File: src/design/rclfp_pkg.sv
`timescale 1ns / 1ps
// ----------------------------------------------------------------------------
// rclfp_pkg
// Shared constants, types and sequencer states of the RC link frame parser.
// ----------------------------------------------------------------------------
package rclfp_pkg;

  localparam int STORE_DEPTH_DEF = 64;
  localparam int OFS_W           = 7;
  localparam int RAW_W           = 11;
  localparam int VAL_W           = 16;
  localparam int CNT_W           = 16;

  localparam logic [7:0]  ADDR_A        = 8'hC8;
  localparam logic [7:0]  ADDR_B        = 8'hEE;
  localparam logic [7:0]  TYPE_CHANNELS = 8'h16;
  localparam logic [7:0]  CRC_POLY      = 8'hD5;
  localparam logic [5:0]  LEN_MIN       = 6'd2;
  localparam logic [7:0]  LEN_MAX       = 8'd62;
  localparam logic [5:0]  CHAN_LEN      = 6'd24;
  localparam logic [6:0]  TYPE_OFS      = 7'd2;
  localparam logic [6:0]  PAYLOAD_OFS   = 7'd3;
  localparam logic [6:0]  PAYLOAD_END   = 7'd24;
  localparam logic [11:0] CHAN_MID      = 12'd992;
  localparam logic [10:0] CHAN_SPAN     = 11'd820;
  localparam logic [24:0] ROUND_HALF    = 25'd410;
  localparam logic [14:0] Q_ONE         = 15'd16384;
  localparam logic [16:0] THR_BIAS      = 17'd16385;
  localparam logic [4:0]  DIV_STEPS     = 5'd25;
  localparam logic [5:0]  MAX_RES       = 6'd32;
  localparam logic [7:0]  TIMEOUT_RST   = 8'd10;
  localparam logic [3:0]  CH_THR        = 4'd3;
  localparam logic [3:0]  CH_LAST       = 4'd15;

  localparam logic REG_MAP_TAER     = 1'b0;
  localparam logic REG_IDLE_TIMEOUT = 1'b1;

  typedef enum logic [3:0] {
    ST_IDLE,
    ST_CHK,
    ST_ADDR,
    ST_LEN,
    ST_CLOAD,
    ST_CBIT,
    ST_CCMP,
    ST_ULOAD,
    ST_UBIT,
    ST_ESEL,
    ST_EDIV,
    ST_EOUT
  } state_t;

  typedef struct packed {
    logic             start;
    logic             thr;
    logic [RAW_W-1:0] raw;
  } norm_req_t;

endpackage

File: src/design/rclfp_norm.sv
`timescale 1ns / 1ps
// ----------------------------------------------------------------------------
// rclfp_norm
// Bit-serial channel normalizer: (raw - 992) / 820 rounded, clamped, Q1.14; thr gives (value + 16385) / 2.
// ----------------------------------------------------------------------------
module rclfp_norm (
  input  logic                          clk,
  input  logic                          rst_n,
  input  rclfp_pkg::norm_req_t          req,
  output logic                          done,
  output logic [rclfp_pkg::VAL_W-1:0]   value
);

  logic        busy_r, done_r;
  logic [4:0]  cnt_r;
  logic [24:0] q_r;
  logic [9:0]  rem_r;
  logic        neg_r, thr_r;

  logic [11:0] v;
  logic [10:0] mag;
  logic [24:0] dividend;
  logic [10:0] rem2;
  logic        ge;
  logic [14:0] clamp;
  logic [15:0] mag16, sval;
  logic [16:0] t17;

  assign v        = {1'b0, req.raw} - rclfp_pkg::CHAN_MID;
  assign mag      = v[11] ? 11'(12'd0 - v) : v[10:0];
  assign dividend = {mag, 14'd0} + rclfp_pkg::ROUND_HALF;
  assign rem2     = {rem_r, q_r[24]};
  assign ge       = rem2 >= rclfp_pkg::CHAN_SPAN;

  always_ff @(posedge clk) begin
    if (!rst_n) begin
      busy_r <= 1'b0;
      done_r <= 1'b0;
      cnt_r  <= '0;
    end else begin
      done_r <= 1'b0;
      if (req.start) begin
        busy_r <= 1'b1;
        cnt_r  <= rclfp_pkg::DIV_STEPS;
      end else if (busy_r) begin
        cnt_r <= cnt_r - 5'd1;
        if (cnt_r == 5'd1) begin
          busy_r <= 1'b0;
          done_r <= 1'b1;
        end
      end
    end
  end

  always_ff @(posedge clk) begin
    if (req.start) begin
      q_r   <= dividend;
      rem_r <= '0;
      neg_r <= v[11];
      thr_r <= req.thr;
    end else if (busy_r) begin
      q_r   <= {q_r[23:0], ge};
      rem_r <= ge ? 10'(rem2 - rclfp_pkg::CHAN_SPAN) : rem2[9:0];
    end
  end

  assign clamp = (q_r[24:15] != '0 || q_r[14:0] > rclfp_pkg::Q_ONE) ?
                 rclfp_pkg::Q_ONE : q_r[14:0];
  assign mag16 = {1'b0, clamp};
  assign sval  = neg_r ? 16'd0 - mag16 : mag16;
  assign t17   = {sval[15], sval} + rclfp_pkg::THR_BIAS;
  assign value = thr_r ? t17[16:1] : sval;
  assign done  = done_r;

endmodule

File: src/design/rc_link_frame_parser.sv
`timescale 1ns / 1ps
// ----------------------------------------------------------------------------
// rc_link_frame_parser
// Receiver-link frame parser: buffers bytes, checks CRC8, emits RC channels.
// ----------------------------------------------------------------------------
// A tick item is taken in the idle state. A byte item is stored, then the
// block scans the buffer before taking the next item: a header check, a
// bit-serial CRC over length - 1 bytes, an unpack of the 176 channel bits,
// and a bit-serial divide per channel result, plus any wait on out_tready.
// A CRC failure rescans from the next byte, so a byte can cost up to the
// buffer fill times one frame check.
module rc_link_frame_parser #(
  parameter int STORE_DEPTH = rclfp_pkg::STORE_DEPTH_DEF
) (
  input  logic        clk,
  input  logic        rst_n,
  input  logic        in_tvalid,
  output logic        in_tready,
  input  logic [7:0]  in_tdata,   // [7:0] rx_byte
  input  logic [0:0]  in_tuser,   // [0] func
  output logic        out_tvalid,
  input  logic        out_tready,
  output logic [55:0] out_tdata,  // [3:0] channel_index, [19:4] control_value,
                                  // [35:20] crc_error_total,
                                  // [51:36] stream_reset_total, zero fill
  output logic        out_tlast,  // last_channel
  input  logic        cfg_we,
  input  logic [0:0]  cfg_index,
  input  logic [7:0]  cfg_wdata
);

  localparam int PTR_W  = $clog2(STORE_DEPTH);
  localparam int FILL_W = $clog2(STORE_DEPTH + 1);
  localparam int OFF_W  = (FILL_W > rclfp_pkg::OFS_W) ? FILL_W : rclfp_pkg::OFS_W;
  localparam int SUM_W  = OFF_W + 1;

  function automatic logic [PTR_W-1:0] wrap_add(input logic [PTR_W-1:0] base,
                                                input logic [OFF_W-1:0] ofs);
    logic [SUM_W-1:0] s;
    s = SUM_W'(base) + SUM_W'(ofs);
    if (s >= SUM_W'(STORE_DEPTH)) s = s - SUM_W'(STORE_DEPTH);
    return s[PTR_W-1:0];
  endfunction

  logic [7:0] mem [STORE_DEPTH];

  rclfp_pkg::state_t state_r, state_nxt;
  logic [PTR_W-1:0]  head_r, head_nxt;
  logic [FILL_W-1:0] fill_r, fill_nxt;
  logic [7:0]        silence_r, silence_nxt;
  logic [15:0]       crc_err_r, crc_err_nxt;
  logic [15:0]       srst_r, srst_nxt;
  logic              taer_r;
  logic [7:0]        timeout_r;
  logic [5:0]        res_cnt_r, res_cnt_nxt;
  logic              out_valid_r, out_valid_nxt;

  logic [6:0]  off_r, off_nxt;
  logic [2:0]  bit_r, bit_nxt;
  logic [5:0]  cnt_r, cnt_nxt;
  logic [5:0]  len_r, len_nxt;
  logic [7:0]  type_r, type_nxt;
  logic [7:0]  crc_r, crc_nxt;
  logic [7:0]  sh_r, sh_nxt;
  logic [3:0]  k_r, k_nxt;
  logic [15:0] val_r, val_nxt;
  logic        ushift;
  logic        oload;

  logic [rclfp_pkg::RAW_W-1:0] raw_r [16];

  logic [7:0]       rd_data_r;
  logic [PTR_W-1:0] rd_addr, wr_addr;
  logic             wr_en;
  logic [FILL_W-1:0] fill_eff;
  logic             tmo;
  logic [SUM_W-1:0] total;
  logic [7:0]       crc_step;
  logic [3:0]       src;
  rclfp_pkg::norm_req_t req;
  logic             norm_done;
  logic [15:0]      norm_val;
  logic [55:0]      out_data_r;
  logic             out_last_r;

  assign in_tready = (state_r == rclfp_pkg::ST_IDLE);
  assign tmo       = (fill_r != '0) && (silence_r > timeout_r);
  assign fill_eff  = (tmo || fill_r == FILL_W'(STORE_DEPTH)) ? '0 : fill_r;
  assign wr_addr   = wrap_add(head_r, OFF_W'(fill_eff));
  assign rd_addr   = wrap_add(head_r, OFF_W'(off_nxt));
  assign total     = SUM_W'(len_r) + SUM_W'(2);
  assign crc_step  = crc_r[7] ? ((crc_r << 1) ^ rclfp_pkg::CRC_POLY) : (crc_r << 1);

  always_comb begin
    unique case (k_r)
      4'd0:    src = taer_r ? 4'd1 : 4'd0;
      4'd1:    src = taer_r ? 4'd2 : 4'd1;
      4'd2:    src = 4'd3;
      4'd3:    src = taer_r ? 4'd0 : 4'd2;
      default: src = k_r;
    endcase
  end

  assign req.start = (state_r == rclfp_pkg::ST_ESEL);
  assign req.thr   = (k_r == rclfp_pkg::CH_THR);
  assign req.raw   = raw_r[src];

  rclfp_norm u_norm (
    .clk   (clk),
    .rst_n (rst_n),
    .req   (req),
    .done  (norm_done),
    .value (norm_val)
  );

  always_comb begin
    state_nxt     = state_r;
    head_nxt      = head_r;
    fill_nxt      = fill_r;
    silence_nxt   = silence_r;
    crc_err_nxt   = crc_err_r;
    srst_nxt      = srst_r;
    res_cnt_nxt   = res_cnt_r;
    out_valid_nxt = out_valid_r && !out_tready;
    off_nxt       = off_r;
    bit_nxt       = bit_r;
    cnt_nxt       = cnt_r;
    len_nxt       = len_r;
    type_nxt      = type_r;
    crc_nxt       = crc_r;
    sh_nxt        = sh_r;
    k_nxt         = k_r;
    val_nxt       = val_r;
    wr_en         = 1'b0;
    ushift        = 1'b0;
    oload         = 1'b0;
    unique case (state_r)
      rclfp_pkg::ST_IDLE: begin
        if (in_tvalid) begin
          if (in_tuser[0]) begin
            if (silence_r != 8'hFF) silence_nxt = silence_r + 8'd1;
          end else begin
            if (tmo && srst_r != 16'hFFFF) srst_nxt = srst_r + 16'd1;
            silence_nxt = '0;
            wr_en       = 1'b1;
            fill_nxt    = fill_eff + FILL_W'(1);
            res_cnt_nxt = '0;
            state_nxt   = rclfp_pkg::ST_CHK;
          end
        end
      end
      rclfp_pkg::ST_CHK: begin
        if (fill_r < FILL_W'(3)) begin
          state_nxt = rclfp_pkg::ST_IDLE;
        end else begin
          off_nxt   = '0;
          state_nxt = rclfp_pkg::ST_ADDR;
        end
      end
      rclfp_pkg::ST_ADDR: begin
        if (rd_data_r != rclfp_pkg::ADDR_A && rd_data_r != rclfp_pkg::ADDR_B) begin
          head_nxt  = wrap_add(head_r, OFF_W'(1));
          fill_nxt  = fill_r - FILL_W'(1);
          state_nxt = rclfp_pkg::ST_CHK;
        end else begin
          off_nxt   = 7'd1;
          state_nxt = rclfp_pkg::ST_LEN;
        end
      end
      rclfp_pkg::ST_LEN: begin
        if (rd_data_r < 8'(rclfp_pkg::LEN_MIN) || rd_data_r > rclfp_pkg::LEN_MAX) begin
          head_nxt  = wrap_add(head_r, OFF_W'(1));
          fill_nxt  = fill_r - FILL_W'(1);
          state_nxt = rclfp_pkg::ST_CHK;
        end else if (SUM_W'(fill_r) < SUM_W'(rd_data_r) + SUM_W'(2)) begin
          state_nxt = rclfp_pkg::ST_IDLE;
        end else begin
          len_nxt   = rd_data_r[5:0];
          cnt_nxt   = rd_data_r[5:0] - 6'd1;
          crc_nxt   = '0;
          off_nxt   = rclfp_pkg::TYPE_OFS;
          state_nxt = rclfp_pkg::ST_CLOAD;
        end
      end
      rclfp_pkg::ST_CLOAD: begin
        if (off_r == rclfp_pkg::TYPE_OFS) type_nxt = rd_data_r;
        crc_nxt   = crc_r ^ rd_data_r;
        bit_nxt   = '0;
        state_nxt = rclfp_pkg::ST_CBIT;
      end
      rclfp_pkg::ST_CBIT: begin
        crc_nxt = crc_step;
        bit_nxt = bit_r + 3'd1;
        if (bit_r == 3'd7) begin
          cnt_nxt = cnt_r - 6'd1;
          if (cnt_r == 6'd1) begin
            off_nxt   = 7'(len_r) + 7'd1;
            state_nxt = rclfp_pkg::ST_CCMP;
          end else begin
            off_nxt   = off_r + 7'd1;
            state_nxt = rclfp_pkg::ST_CLOAD;
          end
        end
      end
      rclfp_pkg::ST_CCMP: begin
        if (crc_r != rd_data_r) begin
          if (crc_err_r != 16'hFFFF) crc_err_nxt = crc_err_r + 16'd1;
          head_nxt  = wrap_add(head_r, OFF_W'(1));
          fill_nxt  = fill_r - FILL_W'(1);
          state_nxt = rclfp_pkg::ST_CHK;
        end else if (type_r == rclfp_pkg::TYPE_CHANNELS && len_r == rclfp_pkg::CHAN_LEN
                     && res_cnt_r != rclfp_pkg::MAX_RES) begin
          off_nxt   = rclfp_pkg::PAYLOAD_OFS;
          state_nxt = rclfp_pkg::ST_ULOAD;
        end else begin
          head_nxt  = wrap_add(head_r, OFF_W'(total));
          fill_nxt  = fill_r - FILL_W'(total);
          state_nxt = rclfp_pkg::ST_CHK;
        end
      end
      rclfp_pkg::ST_ULOAD: begin
        sh_nxt    = rd_data_r;
        bit_nxt   = '0;
        state_nxt = rclfp_pkg::ST_UBIT;
      end
      rclfp_pkg::ST_UBIT: begin
        ushift  = 1'b1;
        sh_nxt  = sh_r >> 1;
        bit_nxt = bit_r + 3'd1;
        if (bit_r == 3'd7) begin
          if (off_r == rclfp_pkg::PAYLOAD_END) begin
            k_nxt     = '0;
            state_nxt = rclfp_pkg::ST_ESEL;
          end else begin
            off_nxt   = off_r + 7'd1;
            state_nxt = rclfp_pkg::ST_ULOAD;
          end
        end
      end
      rclfp_pkg::ST_ESEL: begin
        state_nxt = rclfp_pkg::ST_EDIV;
      end
      rclfp_pkg::ST_EDIV: begin
        if (norm_done) begin
          val_nxt   = norm_val;
          state_nxt = rclfp_pkg::ST_EOUT;
        end
      end
      rclfp_pkg::ST_EOUT: begin
        if (!out_valid_r || out_tready) begin
          oload         = 1'b1;
          out_valid_nxt = 1'b1;
          res_cnt_nxt   = res_cnt_r + 6'd1;
          k_nxt         = k_r + 4'd1;
          if (k_r == rclfp_pkg::CH_LAST) begin
            head_nxt  = wrap_add(head_r, OFF_W'(total));
            fill_nxt  = fill_r - FILL_W'(total);
            state_nxt = rclfp_pkg::ST_CHK;
          end else begin
            state_nxt = rclfp_pkg::ST_ESEL;
          end
        end
      end
      default: state_nxt = rclfp_pkg::ST_IDLE;
    endcase
  end

  always_ff @(posedge clk) begin
    if (!rst_n) begin
      state_r     <= rclfp_pkg::ST_IDLE;
      head_r      <= '0;
      fill_r      <= '0;
      silence_r   <= '0;
      crc_err_r   <= '0;
      srst_r      <= '0;
      res_cnt_r   <= '0;
      out_valid_r <= 1'b0;
      taer_r      <= 1'b0;
      timeout_r   <= rclfp_pkg::TIMEOUT_RST;
    end else begin
      state_r     <= state_nxt;
      head_r      <= head_nxt;
      fill_r      <= fill_nxt;
      silence_r   <= silence_nxt;
      crc_err_r   <= crc_err_nxt;
      srst_r      <= srst_nxt;
      res_cnt_r   <= res_cnt_nxt;
      out_valid_r <= out_valid_nxt;
      if (cfg_we) begin
        unique case (cfg_index[0])
          rclfp_pkg::REG_MAP_TAER:     taer_r    <= cfg_wdata[0];
          rclfp_pkg::REG_IDLE_TIMEOUT: timeout_r <= cfg_wdata;
        endcase
      end
    end
  end

  always_ff @(posedge clk) begin
    off_r  <= off_nxt;
    bit_r  <= bit_nxt;
    cnt_r  <= cnt_nxt;
    len_r  <= len_nxt;
    type_r <= type_nxt;
    crc_r  <= crc_nxt;
    sh_r   <= sh_nxt;
    k_r    <= k_nxt;
    val_r  <= val_nxt;
    if (ushift) begin
      raw_r[15] <= {sh_r[0], raw_r[15][10:1]};
      for (int i = 0; i < 15; i++) raw_r[i] <= {raw_r[i+1][0], raw_r[i][10:1]};
    end
    if (oload) begin
      out_data_r <= {4'd0, srst_r, crc_err_r, val_r, k_r};
      out_last_r <= (k_r == rclfp_pkg::CH_LAST);
    end
  end

  always_ff @(posedge clk) begin
    if (wr_en) mem[wr_addr] <= in_tdata;
    rd_data_r <= mem[rd_addr];
  end

  assign out_tvalid = out_valid_r;
  assign out_tdata  = out_data_r;
  assign out_tlast  = out_last_r;

  a_byte_scans: assert property (@(posedge clk) disable iff (!rst_n)
    in_tvalid && in_tready && !in_tuser[0] |=> state_r == rclfp_pkg::ST_CHK)
    else $error("byte item did not start a scan");

  a_crc_err_step: assert property (@(posedge clk) disable iff (!rst_n)
    $past(rst_n) && !$stable(crc_err_r) |-> crc_err_r == $past(crc_err_r) + 16'd1)
    else $error("crc error count moved by more than one");

  a_fill_bound: assert property (@(posedge clk) disable iff (!rst_n)
    state_r == rclfp_pkg::ST_CHK |-> fill_r <= FILL_W'(STORE_DEPTH))
    else $error("buffer fill beyond store depth");

endmodule

File: config.mk
export PLATFORM = sky130hd
export DESIGN_NAME = rc_link_frame_parser
export DESIGN_NICKNAME = d
export VERILOG_FILES = /design/src/design/rclfp_pkg.sv /design/src/design/rclfp_norm.sv /design/src/design/rc_link_frame_parser.sv
export SDC_FILE = /design/constraint.sdc
export NUM_CORES = 1
export LEC_CHECK = 0
export BUFFER_PORTS_ARGS = -buffer_cell sky130_fd_sc_hd__buf_2
export CORE_MARGIN = 10
export CORE_UTILIZATION = 40
export DETAILED_ROUTE_END_ITERATION = 8
export PLACE_DENSITY_LB_ADDON = 0.1
export REMOVE_ABC_BUFFERS = 1
export SKIP_LAST_GASP = 1
export SYNTH_ARGS = -nofsm -noshare
export SYNTH_HDL_FRONTEND = slang
export SYNTH_SLANG_ARGS = --single-unit
File: constraint.sdc
create_clock -name clk -period 7.7 [get_ports clk]
set_clock_uncertainty 0.15 [all_clocks]
set_input_delay 1.155 -clock clk [delete_from_list [all_inputs] [get_ports clk]]
set_output_delay 1.155 -clock clk [all_outputs]
set_load 0.01 [all_outputs]
# Word level (Yosys, flattened, before mapping)
# Memories as Yosys holds them, arrays and structs flattened. A register that Yosys moved wholly into a read port is not among the register bits.
# Index checks and enable logic that the tools add are counted.
# W data, S select, Z words.
totals:
  register_bits: 236
  ramBits: 688
  inputBits: 23
  output_inout_bits: 59
  elab_cells: 265
  mem_count: 2
memory_table:
  columns: ["memory", "words", "word_bits", "rd", "rd_clocked_by_memory_dff", "write_ports", "line_no", "text"]
  rows:
  - ["mem", 64, 8, 1, 1, 1, "rc_link_frame_parser.sv:45", "logic [7:0] mem [STORE_DEPTH];"]
  - ["raw_r", 16, 11, 17, 0, 16, "rc_link_frame_parser.sv:70", "logic [rclfp_pkg::RAW_W-1:0] raw_r [16];"]
classes:
  n_addsub: 30
  magnitude_cmp: 11
  n_eq_ne: 44
  muxes: 97
  n_bitwise: 8
  reduce_logical: 44
ops:
  columns: ["cell", "n"]
  rows:
  - ["$mux W7", 19]
  - ["$mux W6", 16]
  - ["$mux W25", 2]
  - ["$pmux W4 S12", 1]
  - ["$mux W4", 11]
  - ["$pmux W7 S6", 1]
  - ["$mux W8", 5]
  - ["$sub A6 B1 Y6 const B", 6]
  - ["$pmux W7 S5", 1]
  - ["$add A16 B1 Y16 const B", 2]
  - ["$mux W16", 2]
  - ["$ne A16 B16 Y1 const B", 2]
  - ["$add A25 B9 Y25 const B", 1]
  - ["$add A6 B7 Y8", 3]
  - ["$ge A8 B7 Y1 const B", 3]
  - ["$ne A8 B8 Y1 const B", 3]
  - ["$pmux W6 S2", 2]
  - ["$pmux W6 S4", 1]
  - ["$pmux W8 S3", 1]
  - ["$ne A2 B2 Y1 const B", 11]
  - ["$eq A4 B4 Y1 const B", 5]
  - ["$add A16 B16 Y17 const B", 1]
  - ["$mux W1", 17]
  - ["$eq A4 B2 Y1 const B", 4]
  - ["67 further kinds", 114]

# Depth between registers and ports, before layout
# Gate-level depths: netlist of the first run.
depth:
  depth_word: 9
  ltp_mapped: 19

# Hierarchy
# A second synthesis of the first run with hierarchy kept.
unflattened:
  hier_cells: 2552
  area_unflattened_um2: 40406.3
by_module_without_submodules:
  columns: ["module", "n_inst", "cells_each", "area_per_inst_um2", "seq_area_each_um2"]
  rows:
  - ["rc_link_frame_parser", 1, 2149, 36959.2, 25794.7]
  - ["rclfp_norm", 1, 403, 3447.1, 1151.1]

# Worst setup path before layout of the first run
# OpenSTA, ideal clock, no wires.
synth_path:
  kind: "reg2reg"
  from: "register state_r[3]"
  to: "register k_r[0], enable pin"
  setup_ps: 567
  arrival_ps: 6869
  setup_slack_ps: 114
  stages_incl_launch_ff: 8
  path_buffers: 2
  synth_period_minus_slack_ps: 7586
  path_cell_list: "dfxtp_1 -> clkbuf_1 -> inv_1 -> nor2_1 -> nand2_1 -> clkinv_1 -> clkbuf_1 -> a21oi_1"
synth_via:
  elab_chain_cells: 3
  word_cells_on_any_way: 7
  cone_classes: "eq/ne: 5; reduce/logical: 2"
synth_rtl:
  columns: ["element", "line_no", "text"]
  rows:
  - ["start: declaration", "rc_link_frame_parser.sv:47", "rclfp_pkg::state_t state_r, state_nxt;"]
  - ["start signal: assignment", "rc_link_frame_parser.sv:270", "state_r <= rclfp_pkg::ST_IDLE;"]
  - ["start signal: assignment", "rc_link_frame_parser.sv:281", "state_r <= state_nxt;"]
  - ["$eq A4 B4 Y1", "rc_link_frame_parser.sv:137", "unique case (state_r)"]
  - ["$ne A2 B2 Y1 (no source line) / $reduce_bool A2 Y1 (equally long branches)", null, null]
  - ["$reduce_and A4 Y1 (no source line) (*)", null, null]
  - ["end signal: assignment", "rc_link_frame_parser.sv:306", "k_r <= k_nxt;"]
  - ["end: declaration", "rc_link_frame_parser.sv:65", "logic [3:0] k_r, k_nxt;"]
# Every way passes the cells marked *; elsewhere a longest branch is shown, timed or not.
# A chain may end at the register's enable or synchronous reset.

# Worst setup path after layout of the first run
layout_path:
  from: "register rd_data_r[1], read port of mem"
  to: "register rd_data_r[7], read port of mem"
layout_via:
  elab_chain_cells: 8
  word_cells_on_any_way: 18
  cone_classes: "add/sub: 3; order compare: 4; eq/ne: 3; mux: 6; reduce/logical: 2"
layout_rtl:
  columns: ["element", "line_no", "text"]
  rows:
  - ["start: declaration", "rc_link_frame_parser.sv:72", "logic [7:0] rd_data_r;"]
  - ["$add A8 B2 Y8", "rc_link_frame_parser.sv:175", "end else if (SUM_W'(fill_r) < SUM_W'(rd_data_r) + SUM_W'(2)) begin"]
  - ["$lt A7 B8 Y1", "rc_link_frame_parser.sv:175", null]
  - ["$mux W7", "rc_link_frame_parser.sv:175", null]
  - ["$mux W7", "rc_link_frame_parser.sv:171", "if (rd_data_r < 8'(rclfp_pkg::LEN_MIN) || rd_data_r > rclfp_pkg::LEN_MAX) begin"]
  - ["$pmux W7 S6 (*)", "rc_link_frame_parser.sv:137", null]
  - ["net off_nxt[0]", "rc_link_frame_parser.sv:58", "logic [6:0] off_r, off_nxt;"]
  - ["$add A6 B7 Y8 (*)", "rc_link_frame_parser.sv:40", "s = SUM_W'(base) + SUM_W'(ofs);"]
  - ["$ge A8 B7 Y1 / $sub A6 B1 Y6 (equally long branches)", "rc_link_frame_parser.sv:41", "if (s >= SUM_W'(STORE_DEPTH)) s = s - SUM_W'(STORE_DEPTH);"]
  - ["$mux W6 (*)", "rc_link_frame_parser.sv:41", null]
# The timed path passes the listed nets; every way through them passes the cells marked *.

==> flow_metrics.py, run 1 <==
metrics = {
    "clock_tree": {
        "cts_htree_levels": 3,
        "clk_pin_slew_ns": 0.06,
        "cts_tree": "done",
        "post_cts_resized": 0,
        "insertion_delay_ns": 0.68,
        "cts_root_buf": "clkbuf_16",
        "post_cts.repair.setup_buffers": 0,
        "ctsHoldBuffers": 0,
        "cts_buffers": 104,
        "clock_path_buffers": 3,
        "cts.sink_count": 932,
    },
    "placed_design": {
        "gp_congestion": 0.820,
        "hpwlAfterDp_mm": 61.1,
        "portBuffers": 77,
    },
    "grt": {
        "grt_overflow": 0,
        "grt_max_degree": 193,
        "grt_pass1_wl_mm": 146,
        "grt_pass1_vias": 23000,
        "track_usage_pct": 16.8,
        "grt_antenna_before_repair": 1,
    },
    "floorplanning": {
        "die_w_um": 337,
        "initial_core_util_pct": 40.2,
        "fp.coreArea_sq_um": 99900,
        "io_pins": 82,
        "die_h_um": 337,
        "fp.dieArea_sq_um": 113000,
        "num_rows": 116,
    },
    "pwr": {
        "p_int_w": 0.0103,
        "pwr-share-clk_pct": 33.8,
        "pwr-share-comb_pct": 23.4,
        "pwr-share-seq_pct": 42.8,
        "power_leakage_nw": 14.6,
        "p_sw_w": 0.00418,
        "ir_worst_vdd_mv": 0.425,
        "p_per_area_nw_per_um2": 320,
        "sw_frac_of_total_pct": 28.8,
    },
    "critical_path": {
        "worstReg2RegEnd": "rd_data_r[7]",
        "cp_max_fo": 54,
        "cp-endpoint": "rd_data_r[7]",
        "r2r_setup_slack_ns": 1.44,
        "setup.worst_path.start_class": "register",
        "cp.arrival_ns": 6.63,
        "cp.required_ns": 8.08,
        "rr_startpoint": "rd_data_r[1]",
        "endpoint_kind": "register",
        "critPathLaunch": "rd_data_r[1]",
        "path_class": "register to register",
        "r2r_cells": 14,
    },
    "drt": {
        "routedWlPerCell_um": 23.4,
        "route.detailed.drc": 0,
        "ant_nets": 0,
        "viasPerCell": 5.54,
        "first_pass_iters": 5,
        "drt_wl_total_mm": 96.2,
        "drt-initial-drc-count": 1889,
        "vias": 22700,
    },
    "synthesis": {
        "synth_flop_cell": "edfxtp_1",
        "synth.most_common_cell": "edfxtp_1",
        "yosysUniqueCellTypes": 91,
        "yosysWarnings": 0,
        "syn_area_sq_um": 40100,
        "synth_edf_count": 828,
        "synthTopCellsByArea": "edfxtp_1 62%, mux4_2 9.5%, dfxtp_1 5.2%",
        "synth_top_area_share_pct": 61.9,
        "syn_inst": 2617,
        "synthArstFlopShare_pct": 0,
        "synth_seq_cells": 932,
        "avgSynthCellArea_sq_um": 15.3,
        "synth-seq-area-share_pct": 67.1,
        "netlist.top_cell.by_area": "edfxtp_1",
        "synthTopCellsByCount": "828 x edfxtp_1, 216 x nor2_1, 170 x mux4_2, 168 x nand2_1, 104 x dfxtp_1",
    },
    "run": {
        "maxCapViolCount": 0,
    },
    "sta": {
        "hold_viol_final": 0,
        "fin_crit_ns": 6.26,
        "fmax_mhz": 160,
        "maxSlewHeadroom_pct": 13.9,
        "post-route-period-util_pct": 81.2,
        "fin_setup_tns_ns": 0,
        "setup_viol": 0,
        "worstMarginPinSlew_ns": 1.29,
        "rsz0062_at_grt": "false",
        "drv_slew": 0,
    },
    "final_layout": {
        "fin_util_pct": 45.5,
        "diodes": 0,
        "syn2layout_area_growth_pct": 13.1,
        "drive_above_1_share_pct": 17.0,
        "finalNetCount": 2819,
    },
    "status": {
        "status": "finished clean",
    },
    "worst_hold_path": {
        "holdCritPathClass": "register to register",
        "min-delay-start": "val_r[0]",
    },
}
-- state kept, by name, summed over array words and instances (netlist names), 7 cells and up, named ones only --
name	count
crc_err_r	16
crc_r	8
fill_r	7
mem	512
out_tdata	52
raw_r	176
rd_data_r	8
sh_r	8
silence_r	8
srst_r	16
timeout_r	8
type_r	8
u_norm.q_r	25
u_norm.rem_r	10
val_r	16
-- power groups by stage --
stage	registers [W]	logic, W	clock network (W)
after floorplan	0.00625	0.00279	0
after global placement	0.00631	0.00340	0
after detailed placement	0.00632	0.00345	0
after CTS	0.00622	0.00346	0.00502
after global routing	0.00625	0.00373	0.00523
final	0.00622	0.00340	0.00490
-- cells by family after synthesis --
family / synth area share (%)
DFF: 67.1
and+or+nand+nor: 8.25
AOI/OAI and AO/OA: 5.72
muxes: 11.7
buffers and inverters: 1.84
xor gates and xnor gates: 2.94
adders and majority gates: 2.41
other: 0.00934
-- layout make-up --
class | instances | area, sq um
tap | 1298 | 1620
inverter | 70 | 268
fill | 8705 | 54500
clock inverter | 46 | 523
timing repair buffer | 106 | 666
sequential | 932 | 26900
multi-input combinational | 1507 | 12500
clock buffer | 144 | 2860
-- per-stage QoR --
stage               power, W  instances  setup WS, ns  area (sq um)  hold slack, ns
finish                0.0145       4103          1.44         45400           0.270
detailed placement   0.00977       3913          1.38         42000           0.255
global placement     0.00971       3913          1.44         42000           0.259
floorplan            0.00904       2509         -4.77         39700           0.250
CTS                   0.0147       4103          1.32         45400           0.271
global route          0.0152       4103          1.07         45400           0.278
-- how the worst min path moves through the flow --
stage	endpoint	slack [ns]	cells after the start
6_report	out_tdata[4]	0.27	0
5_1_grt	raw_r[15][10]	0.28	0
2_1_floorplan	out_tdata[10]	0.25	0
3_3_place_gp	out_tdata[13]	0.26	0
3_5_place_dp	out_tdata[4]	0.26	0
4_1_cts	out_tdata[4]	0.27	0
-- placed cells by master (no fill, tap or decap), drive strengths merged, types with 32 or more instances in the layout --
| cell | n |
|---|---|
| a21oi | 91 |
| and3 | 32 |
| buf | 106 |
| clkbuf | 144 |
| dfxtp | 104 |
| edfxtp | 828 |
| ha | 71 |
| inv | 73 |
| mux2i | 70 |
| mux4 | 171 |
| nand2 | 171 |
| nand3 | 87 |
| nor2 | 219 |
| nor3 | 37 |
| o21ai | 85 |
| xnor2 | 80 |
| xor2 | 54 |
-- critical path, cell delays in order (launching register included) --
cell       delay [ns]
dfxtp_1          0.58
ha_1             0.28
nand2_1          0.07
a2111oi_0        0.96
o21ai_0          0.21
o21a_1           0.26
o21ai_0          0.16
o211ai_1         0.18
ha_4             0.21
fa_4             1.16
buf_12           0.40
mux4_2           0.40
mux4_2           0.48
mux2i_1          0.34
mux2i_1          0.14
-- routing by layer --
layer / share of wire, % / track usage, % / wire, um
met5: 0 / 0 / 0
met2: 50 / 28.4 / 47700
met1: 44 / 22.3 / 41900
met4: 2.3 / 4.69 / 2250
met3: 4.4 / 2.79 / 4250
Power figures use the tool's default switching activity.
==> run 2: changes to the inputs <==
==> constraint.sdc (replaced) <==
create_clock -name clk -period 6.5 [get_ports clk]
set_clock_uncertainty 0.15 [all_clocks]
set_input_delay 0.975 -clock clk [delete_from_list [all_inputs] [get_ports clk]]
set_output_delay 0.975 -clock clk [all_outputs]
set_load 0.01 [all_outputs]
==> flow_metrics.py, run 2 (same netlist as run 1, synthesis figures left out) <==
metrics = {
    "floorplanning": {
        "num_rows": 116,
        "initial_core_util_pct": 40.2,
        "io_pins": 82,
        "die_w_um": 337,
        "fp.coreArea_sq_um": 99900,
        "fp.dieArea_sq_um": 113000,
        "die_h_um": 337,
    },
    "final_layout": {
        "largest_reg_flops": 512,
        "fill_cells": 8688,
        "final_cell_mix": "828 x edfxtp_1, 216 x nor2_1, 170 x mux4_2",
        "largest_register": "mem",
        "diodes": 0,
        "finalNonFillerCells": 4145,
        "final_common_cell": "edfxtp_1",
        "drive_above_1_share_pct": 18.8,
        "syn2layout_area_growth_pct": 13.9,
        "finalNetCount": 2864,
        "fin_util_pct": 45.8,
        "seqCellArea_sq_um": 26900,
        "multiInputGateArea_sq_um": 12500,
    },
    "clock_tree": {
        "post_cts.repair.setup_buffers": 0,
        "cts_tree": "done",
        "insertion_delay_ns": 0.68,
        "cts_htree_levels": 3,
        "ctsHoldBuffers": 0,
        "clock_path_buffers": 3,
        "clk_pin_slew_ns": 0.06,
        "cts_root_buf": "clkbuf_16",
        "post_cts_resized": 0,
        "cts_buffers": 101,
        "cts.sink_count": 932,
    },
    "critical_path": {
        "cp-endpoint": "rd_data_r[3]",
        "crit_chain": "ha_1, nand3_1, xnor2_1, ha_1, nand3_1, o2111a_1, o21a_1, o21ai_0, o211ai_1, ha_4, fa_4, buf_4, mux4_2, mux4_2, mux2i_1, mux2i_1",
        "rr_startpoint": "rd_data_r[2]",
        "endpoint_kind": "register",
        "path_class": "register to register",
        "r2r_setup_slack_ns": 0.42,
        "cp.required_ns": 6.87,
        "setup.worst_path.start_class": "register",
        "critPathLaunch": "rd_data_r[2]",
        "r2r_cells": 16,
        "cp.arrival_ns": 6.46,
        "cp_max_fo": 64,
        "cp_slowest_cell": "fa_4",
        "critPathMaxStageDelay_ns": 0.97,
        "worstReg2RegEnd": "rd_data_r[3]",
    },
    "pwr": {
        "p_per_area_nw_per_um2": 379,
        "pwr-share-clk_pct": 33.4,
        "ir_worst_vdd_mv": 0.390,
        "pwr-share-seq_pct": 42.2,
        "p_sw_w": 0.00501,
        "pwr-share-comb_pct": 24.4,
        "sw_frac_of_total_pct": 28.9,
        "power_leakage_nw": 14.8,
        "p_int_w": 0.0123,
    },
    "sta": {
        "fin_ws_ns": 0.416,
        "setup_viol": 0,
        "drv_slew": 0,
        "post-route-period-util_pct": 93.6,
        "fin_crit_ns": 6.08,
        "fmax_mhz": 164,
        "hold_viol_final": 0,
        "worstMarginPinSlew_ns": 1.25,
        "maxSlewHeadroom_pct": 16.5,
        "rsz0062_at_grt": "false",
    },
    "placed_design": {
        "placed_cells_incl_taps": 3961,
        "portBuffers": 77,
        "hpwlAfterDp_mm": 62.3,
        "gp_congestion": 0.845,
        "place_ws_ns": 0.419,
    },
    "drt": {
        "route.detailed.drc": 0,
        "vias": 22800,
        "first_pass_iters": 5,
        "drt_wl_total_mm": 95.7,
        "routedWlPerCell_um": 23.1,
        "ant_nets": 0,
        "drt-initial-drc-count": 1943,
        "viasPerCell": 5.49,
    },
    "grt": {
        "grt_max_degree": 191,
        "grt_overflow": 0,
        "grt_pass1_vias": 23300,
        "grt_pass1_wl_mm": 146,
        "grt_antenna_before_repair": 0,
        "track_usage_pct": 16.8,
    },
    "worst_hold_path": {
        "holdCritPathClass": "register to register",
    },
    "status": {
        "status": "finished clean",
    },
    "run": {
        "maxCapViolCount": 0,
    },
}
## run 2: cell types whose count changed in the layout (fill, tap and decap cells not counted), sizes merged
cell,before,now
buf,106,154
clkinv,29,38
bufinv,9,11
clkinvlp,5,8
clkbuf,144,124
## run 2: per-stage QoR
stage / hold slack (ns) / TNS, ns / cell area (sq um) / total power, W
after floorplan: 0.250 / -50.84 / 39700 / 0.0105
after global placement: 0.258 / 0 / 42400 / 0.0117
after detailed placement: 0.258 / 0 / 42400 / 0.0118
after CTS: 0.268 / 0 / 45700 / 0.0176
after global routing: 0.272 / 0 / 45700 / 0.0182
final: 0.269 / 0 / 45700 / 0.0173
## run 2: power by group through the flow
stage               combinational, W  clock, W  sequential, W
finish                       0.00423   0.00579        0.00732
global route                 0.00465   0.00619        0.00736
CTS                          0.00433   0.00594        0.00732
detailed placement           0.00431         0        0.00744
global placement             0.00425         0        0.00743
floorplan                    0.00306         0        0.00741
## run 2: cell type report
class | instances | area share (%)
Timing Repair Buffer | 154 | 2.27
Inverter | 70 | 0.586
Sequential cell | 932 | 58.9
Multi-Input combinational cell | 1507 | 27.4
Tap cell | 1298 | 3.55
Clock buffer | 124 | 5.94
Clock inverter | 60 | 1.37
## run 2: worst min path at each step
stage	depth (start not counted)	start	endpoint
floorplan	0	val_r[6]	out_tdata[10]
global placement	0	val_r[3]	out_tdata[7]
detailed placement	0	val_r[2]	out_tdata[6]
CTS	0	val_r[0]	out_tdata[4]
global route	0	val_r[13]	out_tdata[17]
finish	0	val_r[0]	out_tdata[4]
## run 2: metal layers
| metal | part of all wire [%] | wire length [um] | track usage (%) | vias up |
|---|---|---|---|---|
| met5 | 0 | 0 | 0 | - |
| met4 | 2.0 | 1910 | 4.24 | 0 |
| met3 | 4.3 | 4150 | 2.76 | 145 |
| met2 | 50 | 47400 | 28.3 | 505 |
| met1 | 44 | 42200 | 22.6 | 11700 |
| li1 | - | - | - | 10400 |
## run 2: worst max-delay path: cells and delay by family, from the launching register on
kind | cells | cell delay, ns
fa+ha+maj | 4 | 1.81
xor+xnor | 1 | 0.16
flops | 1 | 0.58
simple gates | 2 | 0.23
mux | 4 | 1.29
compound gates | 4 | 0.85
buf+inv | 1 | 0.77
==> run 3: changes to the inputs <==
--- a/config.mk
+++ b/config.mk
@@ -5,13 +5,14 @@
 export SDC_FILE = /design/constraint.sdc
 export NUM_CORES = 1
 export LEC_CHECK = 0
-export BUFFER_PORTS_ARGS = -buffer_cell sky130_fd_sc_hd__buf_2
 export CORE_MARGIN = 10
 export CORE_UTILIZATION = 40
 export DETAILED_ROUTE_END_ITERATION = 8
+export DONT_BUFFER_PORTS = 1
 export PLACE_DENSITY_LB_ADDON = 0.1
 export REMOVE_ABC_BUFFERS = 1
 export SKIP_LAST_GASP = 1
 export SYNTH_ARGS = -nofsm -noshare
 export SYNTH_HDL_FRONTEND = slang
+export SYNTH_HIERARCHICAL = 1
 export SYNTH_SLANG_ARGS = --single-unit
==> flow_metrics.py, run 3 <==
metrics = {
    "clock_tree": {
        "cts_root_buf": "clkbuf_16",
        "cts_tree": "done",
        "cts.sink_count": 932,
        "post_cts.repair.setup_buffers": 0,
        "insertion_delay_ns": 0.69,
        "clk_pin_slew_ns": 0.06,
        "ctsHoldBuffers": 0,
        "cts_htree_levels": 3,
        "cts_buffers": 100,
        "clock_path_buffers": 3,
        "post_cts_resized": 0,
    },
    "synthesis": {
        "synth-seq-area-share_pct": 66.7,
        "synth.most_common_cell": "edfxtp_1",
        "yosysUniqueCellTypes": 99,
        "synthTopCellsByCount": "828 x edfxtp_1, 228 x nor2_1, 182 x mux4_2, 138 x mux2i_1, 128 x nand2_1",
        "synth_flop_cell": "edfxtp_1",
        "synth_top_area_share_pct": 61.5,
        "syn_inst": 2552,
        "synth_seq_cells": 932,
        "avgSynthCellArea_sq_um": 15.8,
        "yosysWarnings": 6,
        "synth_edf_count": 828,
        "synthTopCellsByArea": "edfxtp_1 62%, mux4_2 10%, dfxtp_1 5.2%",
        "syn_area_sq_um": 40400,
        "netlist.top_cell.by_area": "edfxtp_1",
        "synthArstFlopShare_pct": 0,
    },
    "grt": {
        "grt_antenna_before_repair": 0,
        "track_usage_pct": 16.5,
        "grt_pass1_wl_mm": 144,
        "grt_overflow": 0,
        "grt_max_degree": 93,
        "grt_pass1_vias": 22500,
    },
    "sta": {
        "drv_slew": 0,
        "fin_crit_ns": 5.68,
        "hold_ws_ns": 0.239,
        "hold_viol_final": 0,
        "fin_ws_ns": 0.818,
        "setup_viol": 0,
        "rsz0062_at_grt": "false",
        "fmax_mhz": 176,
        "fin_setup_tns_ns": 0,
        "maxSlewHeadroom_pct": 22.4,
        "post-route-period-util_pct": 87.4,
        "worstMarginPinSlew_ns": 1.16,
    },
    "final_layout": {
        "syn2layout_area_growth_pct": 12.1,
        "final_cell_mix": "828 x edfxtp_1, 227 x nor2_1, 182 x mux4_2",
        "stdcell_area_sq_um": 45300,
        "largest_reg_flops": 512,
        "drive_above_1_share_pct": 16.4,
        "finalNonFillerCells": 3976,
        "final_common_cell": "edfxtp_1",
        "largest_register": "mem",
        "finalNetCount": 2697,
        "diodes": 0,
    },
    "floorplanning": {
        "initial_core_util_pct": 40.3,
        "num_rows": 116,
        "die_h_um": 338,
        "io_pins": 82,
        "die_w_um": 338,
        "fp.coreArea_sq_um": 100000,
        "fp.dieArea_sq_um": 114000,
    },
    "drt": {
        "viasPerCell": 5.55,
        "ant_nets": 0,
        "route.detailed.drc": 0,
        "first_pass_iters": 7,
        "vias": 22100,
        "routedWlPerCell_um": 23.8,
        "drt-initial-drc-count": 1691,
        "drt_wl_total_mm": 94.5,
    },
    "placed_design": {
        "place_ws_ns": 0.688,
        "hpwlAfterDp_mm": 62.1,
        "detailed_place.area_sq_um": 42100,
        "portBuffers": 0,
        "gp_congestion": 0.822,
        "placed_cells_incl_taps": 3795,
    },
    "critical_path": {
        "cp.arrival_ns": 5.85,
        "cp.required_ns": 6.66,
        "endpoint_kind": "register",
        "r2r_setup_slack_ns": 0.82,
        "path_class": "register to register",
        "critPathMostFrequentCell": "a21oi_1",
        "cp_slowest_cell": "nor2_1",
        "crit_chain": "ha_1, nor2b_1, o21a_1, o21a_1, o21bai_1, a21oi_1, mux2i_1, nand2_1, inv_1, ha_1, a21o_1, a21oi_1, o21bai_1, a21oi_1, xnor2_1, xnor2_1, nand3_1, nor2_1",
        "cp_max_fo": 8,
        "setup.worst_path.start_class": "register",
        "critPathMaxStageDelay_ns": 0.71,
    },
    "pwr": {
        "power_leakage_nw": 15.2,
        "ir_worst_vdd_mv": 0.168,
        "p_per_area_nw_per_um2": 286,
    },
    "status": {
        "status": "finished clean",
    },
    "run": {
        "maxCapViolCount": 0,
    },
    "worst_hold_path": {
        "holdCritPathClass": "input pin to register",
    },
}
[run 3: routing by layer]
layer | up-vias | GRT usage, % | wire length [um]
li1 | 10000 | - | -
met1 | 11300 | 22.3 | 41800
met2 | 547 | 27.6 | 46100
met3 | 162 | 2.68 | 4200
met4 | 0 | 4.56 | 2350
met5 | - | 0 | 0
[run 3: worst max-delay path, delay by kind of cell (launching register included)]
| kind | cells | cell delay, ns |
|---|---|---|
| buffers and inverters | 1 | 0.12 |
| flip-flops | 1 | 0.34 |
| adder cells (fa/ha/maj) | 2 | 0.54 |
| XOR/XNOR | 2 | 0.76 |
| multiplexers | 1 | 0.44 |
| AO/OA/AOI/OAI | 8 | 1.47 |
| AND/OR/NAND/NOR | 4 | 1.53 |
[run 3: cell type report]
| class | count | area (sq um) |
|---|---|---|
| clock buffer | 126 | 2670 |
| clock inverter | 55 | 568 |
| fill | 8653 | 54800 |
| inverter | 64 | 245 |
| multi-input combinational | 1448 | 12800 |
| sequential | 932 | 26900 |
| tap | 1298 | 1620 |
| timing repair buffer | 53 | 498 |
[run 3: kinds of logic after synthesis]
| logic type | synth area share [%] |
|---|---|
| mux | 13.7 |
| xor+xnor | 2.76 |
| buf+inv | 1.98 |
| compound gates | 4.86 |
| simple gates | 7.64 |
| flops | 66.7 |
| fa+ha+maj | 2.40 |
| other cells | 0.00928 |
[run 3: path summary, 6_finish.rpt]
kind	from	end	cells after the start
min	in_tdata[0]	mem[16][0]	0
min reg2reg	val_r[4]	out_tdata[8]	0
max reg2reg	silence_r[1]	mem[60][5]	18
max	silence_r[1]	mem[60][5]	18
[run 3: metrics by stage]
step,utilization [%],power [W]
CTS,45.2,0.0131
detailed placement,42.0,0.00744
finish,45.2,0.0129
global route,45.2,0.0134
global placement,42.0,0.00743
floorplan,-,0.00727
[run 3: power by group]
group | internal, W | switching [W]
Clock | 0.00330 | 0.00233
Sequential | 0.00653 | 0.0000539
Combinational | 0.000343 | 0.000382
